**src/pcgt_pkg.sv**
```systemverilog
// ----------------------------------------------------------------------------
// Pointer cursor gesture tracker package
// Shared constants, codes and the configuration register type.
// ----------------------------------------------------------------------------
`default_nettype none

package pcgt_pkg;

	// Default sizes for the top-level parameters
	localparam int COORD_BITS_DEF = 12;
	localparam int AGE_BITS_DEF   = 16;
	// Press age never grows past this many bits
	localparam int AGE_STATE_BITS = 16;

	// Register reset values
	localparam int RST_WIDTH  = 1280;
	localparam int RST_HEIGHT = 800;
	localparam int RST_MARGIN = 20;
	localparam int RST_HOLD   = 1;
	localparam int RST_DRAG   = 100;
	localparam int RST_XOFF   = 128;

	// Adjusted x saturation bounds
	localparam int ADJ_MAX = 4095;
	localparam int ADJ_MIN = -4096;

	// Port widths
	localparam int CFG_IDX_BITS   = 3;
	localparam int CFG_DATA_BITS  = 24;
	localparam int IN_TDATA_BITS  = 24;
	localparam int IN_TUSER_BITS  = 2;
	localparam int OUT_TDATA_BITS = 48;

	// Result field positions in m_axis_tdata
	localparam int OUT_LEFT_BIT = 37;
	localparam int OUT_GEST_LSB = 40;

	// Command codes
	typedef logic [1:0] cmd_t;
	localparam cmd_t CMD_MOVE_X = 2'd0;
	localparam cmd_t CMD_MOVE_Y = 2'd1;
	localparam cmd_t CMD_BUTTON = 2'd2;
	localparam cmd_t CMD_TICK   = 2'd3;

	// Button ids
	typedef logic [1:0] btn_t;
	localparam btn_t BID_LEFT   = 2'd0;
	localparam btn_t BID_RIGHT  = 2'd1;
	localparam btn_t BID_MIDDLE = 2'd2;
	localparam btn_t BID_UNUSED = 2'd3;

	// Left gesture codes
	typedef logic [1:0] gest_t;
	localparam gest_t GEST_NONE  = 2'd0;
	localparam gest_t GEST_CLICK = 2'd1;
	localparam gest_t GEST_HOLD  = 2'd2;
	localparam gest_t GEST_DRAG  = 2'd3;

	// Register indexes
	typedef logic [CFG_IDX_BITS-1:0] reg_idx_t;
	localparam reg_idx_t REG_DISP_WIDTH   = 3'd0;
	localparam reg_idx_t REG_DISP_HEIGHT  = 3'd1;
	localparam reg_idx_t REG_EDGE_MARGIN  = 3'd2;
	localparam reg_idx_t REG_HOLD_TICKS   = 3'd3;
	localparam reg_idx_t REG_DRAG_DIST_SQ = 3'd4;
	localparam reg_idx_t REG_X_OFFSET     = 3'd5;

	typedef struct packed {
		logic [11:0] disp_width;
		logic [11:0] disp_height;
		logic [7:0]  edge_margin;
		logic [15:0] hold_ticks;
		logic [23:0] drag_dist_sq;
		logic [11:0] cursor_x_offset;
	} cfg_t;

	localparam cfg_t CFG_RESET = '{
		disp_width:      12'(RST_WIDTH),
		disp_height:     12'(RST_HEIGHT),
		edge_margin:     8'(RST_MARGIN),
		hold_ticks:      16'(RST_HOLD),
		drag_dist_sq:    24'(RST_DRAG),
		cursor_x_offset: 12'(RST_XOFF)
	};

endpackage

`default_nettype wire

```
**src/pointer_cursor_gesture_tracker.sv**
```systemverilog
// Path: an input transfer passes the event register, the state update, the square
// stage and the result register before its result is presented.
// Throughput: one event per cycle; each stage moves on when the next has room.
// Reset: arst_n clears all valids, centers the cursor on the default screen,
// releases the buttons, clears the press record and loads register defaults.
// ----------------------------------------------------------------------------
// Pointer cursor gesture tracker
// Cursor position, button state and left gesture from pointer events.
// ----------------------------------------------------------------------------
`default_nettype none

module pointer_cursor_gesture_tracker #(
	parameter int COORD_BITS = pcgt_pkg::COORD_BITS_DEF,
	parameter int AGE_BITS   = pcgt_pkg::AGE_BITS_DEF
) (
	input  logic                                 clk,
	input  logic                                 arst_n,
	// event stream
	input  logic                                 s_axis_tvalid,
	output logic                                 s_axis_tready,
	// [15:0] delta, [17:16] button_id, [18] pressed, [23:19] zero
	input  logic [pcgt_pkg::IN_TDATA_BITS-1:0]   s_axis_tdata,
	// [1:0] cmd
	input  logic [pcgt_pkg::IN_TUSER_BITS-1:0]   s_axis_tuser,
	// result stream
	output logic                                 m_axis_tvalid,
	input  logic                                 m_axis_tready,
	// [11:0] cursor_x, [23:12] cursor_y, [36:24] adjusted_x, [37] left_down,
	// [38] right_down, [39] middle_down, [41:40] left_gesture, [47:42] zero
	output logic [pcgt_pkg::OUT_TDATA_BITS-1:0]  m_axis_tdata,
	// configuration writes
	input  logic                                 cfg_valid,
	output logic                                 cfg_ready,
	input  logic [pcgt_pkg::CFG_IDX_BITS-1:0]    cfg_index,
	input  logic [pcgt_pkg::CFG_DATA_BITS-1:0]   cfg_data
);
	import pcgt_pkg::*;

	cfg_t cfg;

	logic                      snap_valid;
	logic                      snap_ready;
	logic [COORD_BITS-1:0]     snap_pos_x, snap_pos_y, snap_press_x, snap_press_y;
	logic [AGE_STATE_BITS-1:0] snap_age;
	logic [2:0]                snap_buttons;

	logic [11:0]        res_cursor_x, res_cursor_y;
	logic signed [12:0] res_adjusted_x;
	logic [2:0]         res_buttons;
	gest_t              res_gesture;

	pcgt_cfg u_cfg (
		.clk       (clk),
		.arst_n    (arst_n),
		.cfg_valid (cfg_valid),
		.cfg_ready (cfg_ready),
		.cfg_index (cfg_index),
		.cfg_data  (cfg_data),
		.cfg       (cfg)
	);

	pcgt_state #(
		.COORD_BITS (COORD_BITS),
		.AGE_BITS   (AGE_BITS)
	) u_state (
		.clk          (clk),
		.arst_n       (arst_n),
		.cfg          (cfg),
		.in_valid     (s_axis_tvalid),
		.in_ready     (s_axis_tready),
		.in_cmd       (s_axis_tuser[1:0]),
		.in_delta     (s_axis_tdata[15:0]),
		.in_button_id (s_axis_tdata[17:16]),
		.in_pressed   (s_axis_tdata[18]),
		.snap_valid   (snap_valid),
		.snap_ready   (snap_ready),
		.snap_pos_x   (snap_pos_x),
		.snap_pos_y   (snap_pos_y),
		.snap_press_x (snap_press_x),
		.snap_press_y (snap_press_y),
		.snap_age     (snap_age),
		.snap_buttons (snap_buttons)
	);

	pcgt_classify #(
		.COORD_BITS (COORD_BITS)
	) u_classify (
		.clk            (clk),
		.arst_n         (arst_n),
		.cfg            (cfg),
		.snap_valid     (snap_valid),
		.snap_ready     (snap_ready),
		.snap_pos_x     (snap_pos_x),
		.snap_pos_y     (snap_pos_y),
		.snap_press_x   (snap_press_x),
		.snap_press_y   (snap_press_y),
		.snap_age       (snap_age),
		.snap_buttons   (snap_buttons),
		.out_valid      (m_axis_tvalid),
		.out_ready      (m_axis_tready),
		.out_cursor_x   (res_cursor_x),
		.out_cursor_y   (res_cursor_y),
		.out_adjusted_x (res_adjusted_x),
		.out_buttons    (res_buttons),
		.out_gesture    (res_gesture)
	);

	// Result packing, most significant field first
	assign m_axis_tdata = {6'b0, res_gesture, res_buttons, res_adjusted_x,
		res_cursor_y, res_cursor_x};

endmodule

`default_nettype wire

```
**src/pcgt_cfg.sv**
```systemverilog
// ----------------------------------------------------------------------------
// Pointer cursor gesture tracker: configuration registers
// Holds the six control registers written through the cfg channel.
// ----------------------------------------------------------------------------
`default_nettype none

module pcgt_cfg (
	input  logic                                 clk,
	input  logic                                 arst_n,
	input  logic                                 cfg_valid,
	output logic                                 cfg_ready,
	input  logic [pcgt_pkg::CFG_IDX_BITS-1:0]    cfg_index,
	input  logic [pcgt_pkg::CFG_DATA_BITS-1:0]   cfg_data,
	output pcgt_pkg::cfg_t                       cfg
);
	import pcgt_pkg::*;

	cfg_t cfg_q;

	// Writes are always accepted
	assign cfg_ready = 1'b1;
	assign cfg       = cfg_q;

	// Register write on each transfer; unused indexes are dropped
	always_ff @(posedge clk or negedge arst_n) begin
		if (!arst_n) begin
			cfg_q <= CFG_RESET;
		end else if (cfg_valid && cfg_ready) begin
			unique case (cfg_index)
				REG_DISP_WIDTH:   cfg_q.disp_width      <= cfg_data[11:0];
				REG_DISP_HEIGHT:  cfg_q.disp_height     <= cfg_data[11:0];
				REG_EDGE_MARGIN:  cfg_q.edge_margin     <= cfg_data[7:0];
				REG_HOLD_TICKS:   cfg_q.hold_ticks      <= cfg_data[15:0];
				REG_DRAG_DIST_SQ: cfg_q.drag_dist_sq    <= cfg_data[23:0];
				REG_X_OFFSET:     cfg_q.cursor_x_offset <= cfg_data[11:0];
				default: ;
			endcase
		end
	end

endmodule

`default_nettype wire

```
**src/pcgt_state.sv**
```systemverilog
// ----------------------------------------------------------------------------
// Pointer cursor gesture tracker: event register and tracker state
// Registers each event, applies it to position, buttons and press age,
// and passes a snapshot of the new state to the classify stage.
// ----------------------------------------------------------------------------
`default_nettype none

module pcgt_state #(
	parameter int COORD_BITS = pcgt_pkg::COORD_BITS_DEF,
	parameter int AGE_BITS   = pcgt_pkg::AGE_BITS_DEF
) (
	input  logic                                 clk,
	input  logic                                 arst_n,
	input  pcgt_pkg::cfg_t                       cfg,
	// event side
	input  logic                                 in_valid,
	output logic                                 in_ready,
	input  pcgt_pkg::cmd_t                       in_cmd,
	input  logic signed [15:0]                   in_delta,
	input  pcgt_pkg::btn_t                       in_button_id,
	input  logic                                 in_pressed,
	// snapshot side
	output logic                                 snap_valid,
	input  logic                                 snap_ready,
	output logic [COORD_BITS-1:0]                snap_pos_x,
	output logic [COORD_BITS-1:0]                snap_pos_y,
	output logic [COORD_BITS-1:0]                snap_press_x,
	output logic [COORD_BITS-1:0]                snap_press_y,
	output logic [pcgt_pkg::AGE_STATE_BITS-1:0]  snap_age,
	output logic [2:0]                           snap_buttons
);
	import pcgt_pkg::*;

	localparam int CB = COORD_BITS;
	localparam int NW = ((CB > 16) ? CB : 16) + 2;
	localparam int AW = (AGE_BITS < AGE_STATE_BITS) ? AGE_BITS : AGE_STATE_BITS;
	localparam logic [CB-1:0] CMAX      = {CB{1'b1}};
	localparam logic [AW-1:0] AGE_SAT   = {AW{1'b1}};
	localparam logic [CB-1:0] POS_X_RST = CB'(RST_WIDTH / 2);
	localparam logic [CB-1:0] POS_Y_RST = CB'(RST_HEIGHT / 2);

	// Add a delta, then bound by margin below and size minus margin above (kept in 0..CMAX)
	function automatic logic [CB-1:0] clamp_move(
		input logic [CB-1:0]     pos,
		input logic signed [15:0] d,
		input logic [11:0]       size,
		input logic [7:0]        margin
	);
		logic signed [NW-1:0] n;
		logic signed [NW-1:0] lo;
		logic signed [NW-1:0] hi;
		n  = $signed(NW'(pos)) + NW'(d);
		lo = $signed(NW'(margin));
		hi = $signed(NW'(size)) - lo;
		if (hi < $signed(NW'(0)))
			hi = '0;
		if (hi > $signed(NW'(CMAX)))
			hi = $signed(NW'(CMAX));
		if (n < lo)
			n = lo;
		if (n > hi)
			n = hi;
		return n[CB-1:0];
	endfunction

	// Event register (s1)
	logic        v_s1;
	cmd_t        cmd_s1;
	logic signed [15:0] delta_s1;
	btn_t        bid_s1;
	logic        prs_s1;

	// Tracker state
	logic [CB-1:0] pos_x_q, pos_y_q, press_x_q, press_y_q;
	logic [AW-1:0] age_q;
	logic [2:0]    buttons_q;

	logic [CB-1:0] pos_x_d, pos_y_d, press_x_d, press_y_d;
	logic [AW-1:0] age_d;
	logic [2:0]    buttons_d;

	// Snapshot register (s2)
	logic          v_s2;
	logic [CB-1:0] pos_x_s2, pos_y_s2, press_x_s2, press_y_s2;
	logic [AW-1:0] age_s2;
	logic [2:0]    buttons_s2;

	logic s2_ready;
	logic advance;

	assign s2_ready = !v_s2 || snap_ready;
	assign in_ready = !v_s1 || s2_ready;
	assign advance  = v_s1 && s2_ready;

	// Event register
	always_ff @(posedge clk or negedge arst_n) begin
		if (!arst_n) begin
			v_s1 <= 1'b0;
		end else if (in_ready) begin
			v_s1 <= in_valid;
		end
	end

	always_ff @(posedge clk) begin
		if (in_valid && in_ready) begin
			cmd_s1   <= in_cmd;
			delta_s1 <= in_delta;
			bid_s1   <= in_button_id;
			prs_s1   <= in_pressed;
		end
	end

	// Next state from the registered event
	always_comb begin
		pos_x_d   = pos_x_q;
		pos_y_d   = pos_y_q;
		press_x_d = press_x_q;
		press_y_d = press_y_q;
		age_d     = age_q;
		buttons_d = buttons_q;
		unique case (cmd_s1)
			CMD_MOVE_X: begin
				pos_x_d = clamp_move(pos_x_q, delta_s1, cfg.disp_width, cfg.edge_margin);
			end
			CMD_MOVE_Y: begin
				pos_y_d = clamp_move(pos_y_q, delta_s1, cfg.disp_height, cfg.edge_margin);
			end
			CMD_BUTTON: begin
				if (bid_s1 != BID_UNUSED) begin
					buttons_d[bid_s1] = prs_s1;
					// a left press (also a repeated one) restarts the press record
					if (bid_s1 == BID_LEFT && prs_s1) begin
						press_x_d = pos_x_q;
						press_y_d = pos_y_q;
						age_d     = '0;
					end
				end
			end
			CMD_TICK: begin
				if (age_q != AGE_SAT)
					age_d = age_q + AW'(1);
			end
			default: ;
		endcase
	end

	// State update as the event leaves s1
	always_ff @(posedge clk or negedge arst_n) begin
		if (!arst_n) begin
			pos_x_q   <= POS_X_RST;
			pos_y_q   <= POS_Y_RST;
			press_x_q <= '0;
			press_y_q <= '0;
			age_q     <= '0;
			buttons_q <= '0;
		end else if (advance) begin
			pos_x_q   <= pos_x_d;
			pos_y_q   <= pos_y_d;
			press_x_q <= press_x_d;
			press_y_q <= press_y_d;
			age_q     <= age_d;
			buttons_q <= buttons_d;
		end
	end

	// Snapshot stage
	always_ff @(posedge clk or negedge arst_n) begin
		if (!arst_n) begin
			v_s2 <= 1'b0;
		end else if (s2_ready) begin
			v_s2 <= v_s1;
		end
	end

	always_ff @(posedge clk) begin
		if (advance) begin
			pos_x_s2   <= pos_x_d;
			pos_y_s2   <= pos_y_d;
			press_x_s2 <= press_x_d;
			press_y_s2 <= press_y_d;
			age_s2     <= age_d;
			buttons_s2 <= buttons_d;
		end
	end

	assign snap_valid   = v_s2;
	assign snap_pos_x   = pos_x_s2;
	assign snap_pos_y   = pos_y_s2;
	assign snap_press_x = press_x_s2;
	assign snap_press_y = press_y_s2;
	assign snap_age     = AGE_STATE_BITS'(age_s2);
	assign snap_buttons = buttons_s2;

endmodule

`default_nettype wire

```
**src/pcgt_classify.sv**
```systemverilog
// ----------------------------------------------------------------------------
// Pointer cursor gesture tracker: gesture classify and result register
// Squares the distance from the press point, then classifies the left
// gesture and forms the adjusted x in the result register.
// ----------------------------------------------------------------------------
`default_nettype none

module pcgt_classify #(
	parameter int COORD_BITS = pcgt_pkg::COORD_BITS_DEF
) (
	input  logic                                 clk,
	input  logic                                 arst_n,
	input  pcgt_pkg::cfg_t                       cfg,
	// snapshot side
	input  logic                                 snap_valid,
	output logic                                 snap_ready,
	input  logic [COORD_BITS-1:0]                snap_pos_x,
	input  logic [COORD_BITS-1:0]                snap_pos_y,
	input  logic [COORD_BITS-1:0]                snap_press_x,
	input  logic [COORD_BITS-1:0]                snap_press_y,
	input  logic [pcgt_pkg::AGE_STATE_BITS-1:0]  snap_age,
	input  logic [2:0]                           snap_buttons,
	// result side
	output logic                                 out_valid,
	input  logic                                 out_ready,
	output logic [11:0]                          out_cursor_x,
	output logic [11:0]                          out_cursor_y,
	output logic signed [12:0]                   out_adjusted_x,
	output logic [2:0]                           out_buttons,
	output pcgt_pkg::gest_t                      out_gesture
);
	import pcgt_pkg::*;

	localparam int CB  = COORD_BITS;
	localparam int SQW = 2 * CB + 2;
	localparam int DW  = ((2 * CB + 3) > 24) ? (2 * CB + 3) : 24;
	localparam int AJW = ((CB > 12) ? CB : 12) + 3;
	localparam logic signed [AJW-1:0] ADJ_HI = AJW'(ADJ_MAX);
	localparam logic signed [AJW-1:0] ADJ_LO = AJW'(ADJ_MIN);

	// Square stage (s3)
	logic           v_s3;
	logic [CB-1:0]  pos_x_s3, pos_y_s3;
	logic [SQW-1:0] sqx_s3, sqy_s3;
	logic           early_s3;
	logic [2:0]     buttons_s3;

	logic signed [CB:0]    dx, dy;
	logic signed [SQW-1:0] sqx, sqy;

	// Result register
	logic        v_q;
	logic [11:0] cursor_x_q, cursor_y_q;
	logic signed [12:0] adj_q;
	logic [2:0]  buttons_q;
	gest_t       gest_q;

	logic [DW-1:0]          d2;
	logic signed [AJW-1:0]  adj_full;
	logic signed [12:0]     adj_d;
	gest_t                  gest_d;

	logic out_slot_ready;
	logic s3_ready;

	assign out_slot_ready = !v_q || out_ready;
	assign s3_ready       = !v_s3 || out_slot_ready;
	assign snap_ready     = s3_ready;

	// Offsets from the press point and their squares
	assign dx  = $signed({1'b0, snap_pos_x}) - $signed({1'b0, snap_press_x});
	assign dy  = $signed({1'b0, snap_pos_y}) - $signed({1'b0, snap_press_y});
	assign sqx = dx * dx;
	assign sqy = dy * dy;

	always_ff @(posedge clk or negedge arst_n) begin
		if (!arst_n) begin
			v_s3 <= 1'b0;
		end else if (s3_ready) begin
			v_s3 <= snap_valid;
		end
	end

	always_ff @(posedge clk) begin
		if (snap_valid && s3_ready) begin
			pos_x_s3   <= snap_pos_x;
			pos_y_s3   <= snap_pos_y;
			sqx_s3     <= $unsigned(sqx);
			sqy_s3     <= $unsigned(sqy);
			early_s3   <= snap_age < cfg.hold_ticks;
			buttons_s3 <= snap_buttons;
		end
	end

	// Gesture: none with left up; a short press is a click, a long press is hold or drag
	assign d2 = DW'(sqx_s3) + DW'(sqy_s3);

	always_comb begin
		priority if (!buttons_s3[BID_LEFT])
			gest_d = GEST_NONE;
		else if (early_s3)
			gest_d = GEST_CLICK;
		else if (d2 > DW'(cfg.drag_dist_sq))
			gest_d = GEST_DRAG;
		else
			gest_d = GEST_HOLD;
	end

	// Adjusted x, saturated to the 13-bit signed range
	assign adj_full = $signed(AJW'(pos_x_s3)) + $signed(AJW'(cfg.edge_margin))
		- $signed(AJW'(cfg.cursor_x_offset));

	always_comb begin
		priority if (adj_full > ADJ_HI)
			adj_d = 13'(ADJ_HI);
		else if (adj_full < ADJ_LO)
			adj_d = 13'(ADJ_LO);
		else
			adj_d = adj_full[12:0];
	end

	// Result register
	always_ff @(posedge clk or negedge arst_n) begin
		if (!arst_n) begin
			v_q <= 1'b0;
		end else if (out_slot_ready) begin
			v_q <= v_s3;
		end
	end

	always_ff @(posedge clk) begin
		if (v_s3 && out_slot_ready) begin
			cursor_x_q <= 12'(pos_x_s3);
			cursor_y_q <= 12'(pos_y_s3);
			adj_q      <= adj_d;
			buttons_q  <= buttons_s3;
			gest_q     <= gest_d;
		end
	end

	assign out_valid      = v_q;
	assign out_cursor_x   = cursor_x_q;
	assign out_cursor_y   = cursor_y_q;
	assign out_adjusted_x = adj_q;
	assign out_buttons    = buttons_q;
	assign out_gesture    = gest_q;

endmodule

`default_nettype wire

```
**config.mk**
```make
export PLATFORM = sky130hd
export DESIGN_NAME = pointer_cursor_gesture_tracker
export DESIGN_NICKNAME = d
export VERILOG_FILES = /design/src/pcgt_pkg.sv /design/src/pointer_cursor_gesture_tracker.sv /design/src/pcgt_cfg.sv /design/src/pcgt_state.sv /design/src/pcgt_classify.sv
export SDC_FILE = /design/constraint.sdc
export NUM_CORES = 1
export LEC_CHECK = 0
export ABC_AREA = 1
export BUFFER_PORTS_ARGS = -buffer_cell sky130_fd_sc_hd__clkbuf_2
export CAP_MARGIN = 20
export CORE_AREA = 2 2 367 369
export CTS_CLUSTER_SIZE = 16
export DETAILED_ROUTE_END_ITERATION = 8
export DIE_AREA = 0 0 369 371
export PLACE_DENSITY = 0.51
export SLEW_MARGIN = 25
export SYNTH_ARGS = -nofsm -noshare
export SYNTH_HDL_FRONTEND = slang
export SYNTH_SLANG_ARGS = --single-unit
export TNS_END_PERCENT = 20
```
**constraint.sdc**
```tcl
create_clock -name clk -period 11.4 [get_ports clk]
set_input_delay 0 -clock clk [delete_from_list [all_inputs] [get_ports clk]]
set_output_delay 0 -clock clk [all_outputs]
set_load 0.03 [all_outputs]
```
==> metrics <==
drt wl/cell between 15 and 20 um; Synth Area in Simple Gates 16.9%; Die Span Y between 300 and 400 um; Worst Setup Start Kind flip-flop; Post-CTS Resized 0; Chip Width 369 um; register area share after synthesis about 30%; multiplexer share of the synthesized area 0%; hpwl dp 70800 um; gp weighted congestion ~0.88; CTS Sinks 363; Fillers 14.2k; maximum clock insertion buffer count 3; Period Utilization, post-route 70.1%; Mapped Cells approximately 3.8k; Max Slew Vio Count 0; share of cells above drive strength 1 8.84%; Worst R2R Start u_state.snap_pos_x[0]$_DFFE_PP_; FFs w/ async S/R, synth 42.7%; # port buffers 96; Die Area 0.137 mm^2; Hold Vio Cnt, Final 0; GRT Overall Usage 13.0%; grt ovf 0; fmax 125 MHz; largest family of logic cells by synthesized area adder cells; row count 134; R2R setup slack 3.41 ns; Area Growth Syn to Fin 13.5%; Max-Cap Viols 0; slowest stage delay, CP 0.88 ns; Post-synth EDFFs 208; synth top area cells edfxtp_1, fa_1, ha_1; syn avg cell area 8.74 um^2; Crit-path slowest cell fa_1; post-synthesis xor/xnor area fraction 3.38%; Synth Area in Compound Gates 8.81%; vias in the first global route 24.5k; total negative slack 0 ns; Synth area leader edfxtp_1; core area 0.133 mm^2; final net count between 4k and 5k; CTS tree built; Total Wirelength about 90000 um; Placed Instances 5603; Least-Margin Pin Slew roughly 0.85 ns; number of antenna violations at the first check in global routing 12; critical path type flip-flop to flip-flop; Max H-tree Level 2; Num CTS Buffers 44; largest net degree at the start of global routing 112; max_slew headroom 42.9%; RSZ-0062 raised after global routing false; Vias/cell 4.26; I/O pin total 109; Clock Skew 0.0338 ns; post-synth top area share 18.9%; top-count cell post-synth inv_1; Worst Path Required 11.76 ns; Worst-path clk slew 0.06 ns; crit path DAT 8.35 ns; clk_lat worst skew 0.61 ns; first-pass GRT wire length 139000 um; critical-path maximum fanout 19; Non-Filler Instances 5730; TritonRoute pass-1 iters 6; Ys Warns 0; Remaining DRCs 0; Setup violations, final 0; Crit. Startpoint u_state.snap_pos_x[0]$_DFFE_PP_; crit path time final roughly 8.0 ns; antenna-violating nets left 0; Initial Util 24.9%; Post-Synth Adder-Cell Area 30.2%; Post-Syn Area 0.0330 mm^2; Root Buffer clkbuf_16; CP Capture Type flip-flop; Post-synth top cells inv_1, nand2_1, ha_1; vias 24.4k; status finished, final reports clean; Hold Path Class primary input to flip-flop; Distinct cells, synth 65; DRT iter0 DRCs roughly 1.5k; count of state elements after synthesis 363; hold path start cfg_data[3]; Synth Flop Type edfxtp_1
routing by layer:
metal  wire length [um]  vias up  GRT usage (%)
li1                   -    12288              -
met1              41900    11519           18.2
met2              38900      503           20.7
met3               4780      112           2.02
met4               2420        0           3.70
met5                  0        -              0
final timing paths:
check,cells after the start,end
min in group asynchronous,3,u_state.pos_x_q[7]$_DFFE_PN1P_
max reg2reg,32,u_classify.sqx_s3[24]$_DFFE_PP_
min reg2reg,0,u_classify.buttons_s3[2]$_DFFE_PP_
max in group asynchronous,4,u_state.press_y_q[7]$_DFFE_PN0P_
max,32,u_classify.sqx_s3[24]$_DFFE_PP_
min,3,u_cfg.cfg[55]$_DFFE_PN0P_
critical path, delay by kind of cell, from the launching register on:
kind	cells	cell delay, ns
AO/OA/AOI/OAI	5	0.89
flip-flops	1	0.35
XOR/XNOR	1	0.07
AND/OR/NAND/NOR	8	1.00
buffers and inverters	9	0.97
adder cells (fa/ha/maj)	9	4.45
final cells by class:
type | instances | area (um^2) | area share [%]
multi-input cells | 2574 | 19600 | 52.4
flip-flops and latches | 363 | 10100 | 27.1
inverters | 783 | 2950 | 7.86
well taps | 1768 | 2210 | 5.90
clock buffers | 63 | 1250 | 3.35
repair buffers | 158 | 1080 | 2.87
clock inverters | 19 | 214 | 0.571
diodes | 2 | 5.00 | 0.0134
logic make-up after synthesis:
logic type               count (synthesis)
AO/OA/AOI/OAI                          527
XOR/XNOR                               125
adder cells (fa/ha/maj)                622
buffers and inverters                  848
flip-flops                             363
other                                    2
AND/OR/NAND/NOR                       1291
placed cells by master, fill, tap and decap left out, types with 31 or more instances in the layout:
master         instances
inv_1                760
nand2_1              746
ha_1                 330
fa_1                 292
nor2_1               242
a21oi_1              209
edfxtp_1             208
o21ai_0              206
dfrtp_1              138
nand3_1              118
clkbuf_2              95
xor2_1                74
nand2_2               52
xnor2_1               48
clkbuf_16             46
dlygate4sd3_1         42
nand3_2               33
nand4_1               31
stage by stage:
| step | util, % | instance area (um^2) | hold WS, ns | setup WS [ns] |
|---|---|---|---|---|
| floorplan | - | 33000 | -0.296 | 4.37 |
| global placement | 26.8 | 35600 | 0.0152 | 3.34 |
| detailed placement | 26.8 | 35600 | 0.0168 | 3.34 |
| CTS | 28.2 | 37500 | 0.0149 | 3.29 |
| global route | 28.2 | 37500 | 0.0376 | 2.71 |
| finish | 28.2 | 37500 | 0.0327 | 3.41 |
repair_timing:
action	4_1_cts	5_1_grt
setup buffers	0	0
endpoints found under the hold margin	115	0
hold buffers	43	0
state kept, by name, summed over array words and instances, names as in the netlist, 13 cells and up:
| signal | flops |
|---|---|
| u_cfg.cfg | 84 |
| u_classify.sqx_s3 | 25 |
| u_classify.sqy_s3 | 25 |
| u_state.age_q | 16 |
| u_state.delta_s1 | 16 |
| u_state.snap_age | 16 |
| u_classify.out_adjusted_x | 13 |
Power is not shown: default switching activity piles up to over one toggle a cycle in this logic, so the estimate is an artifact.
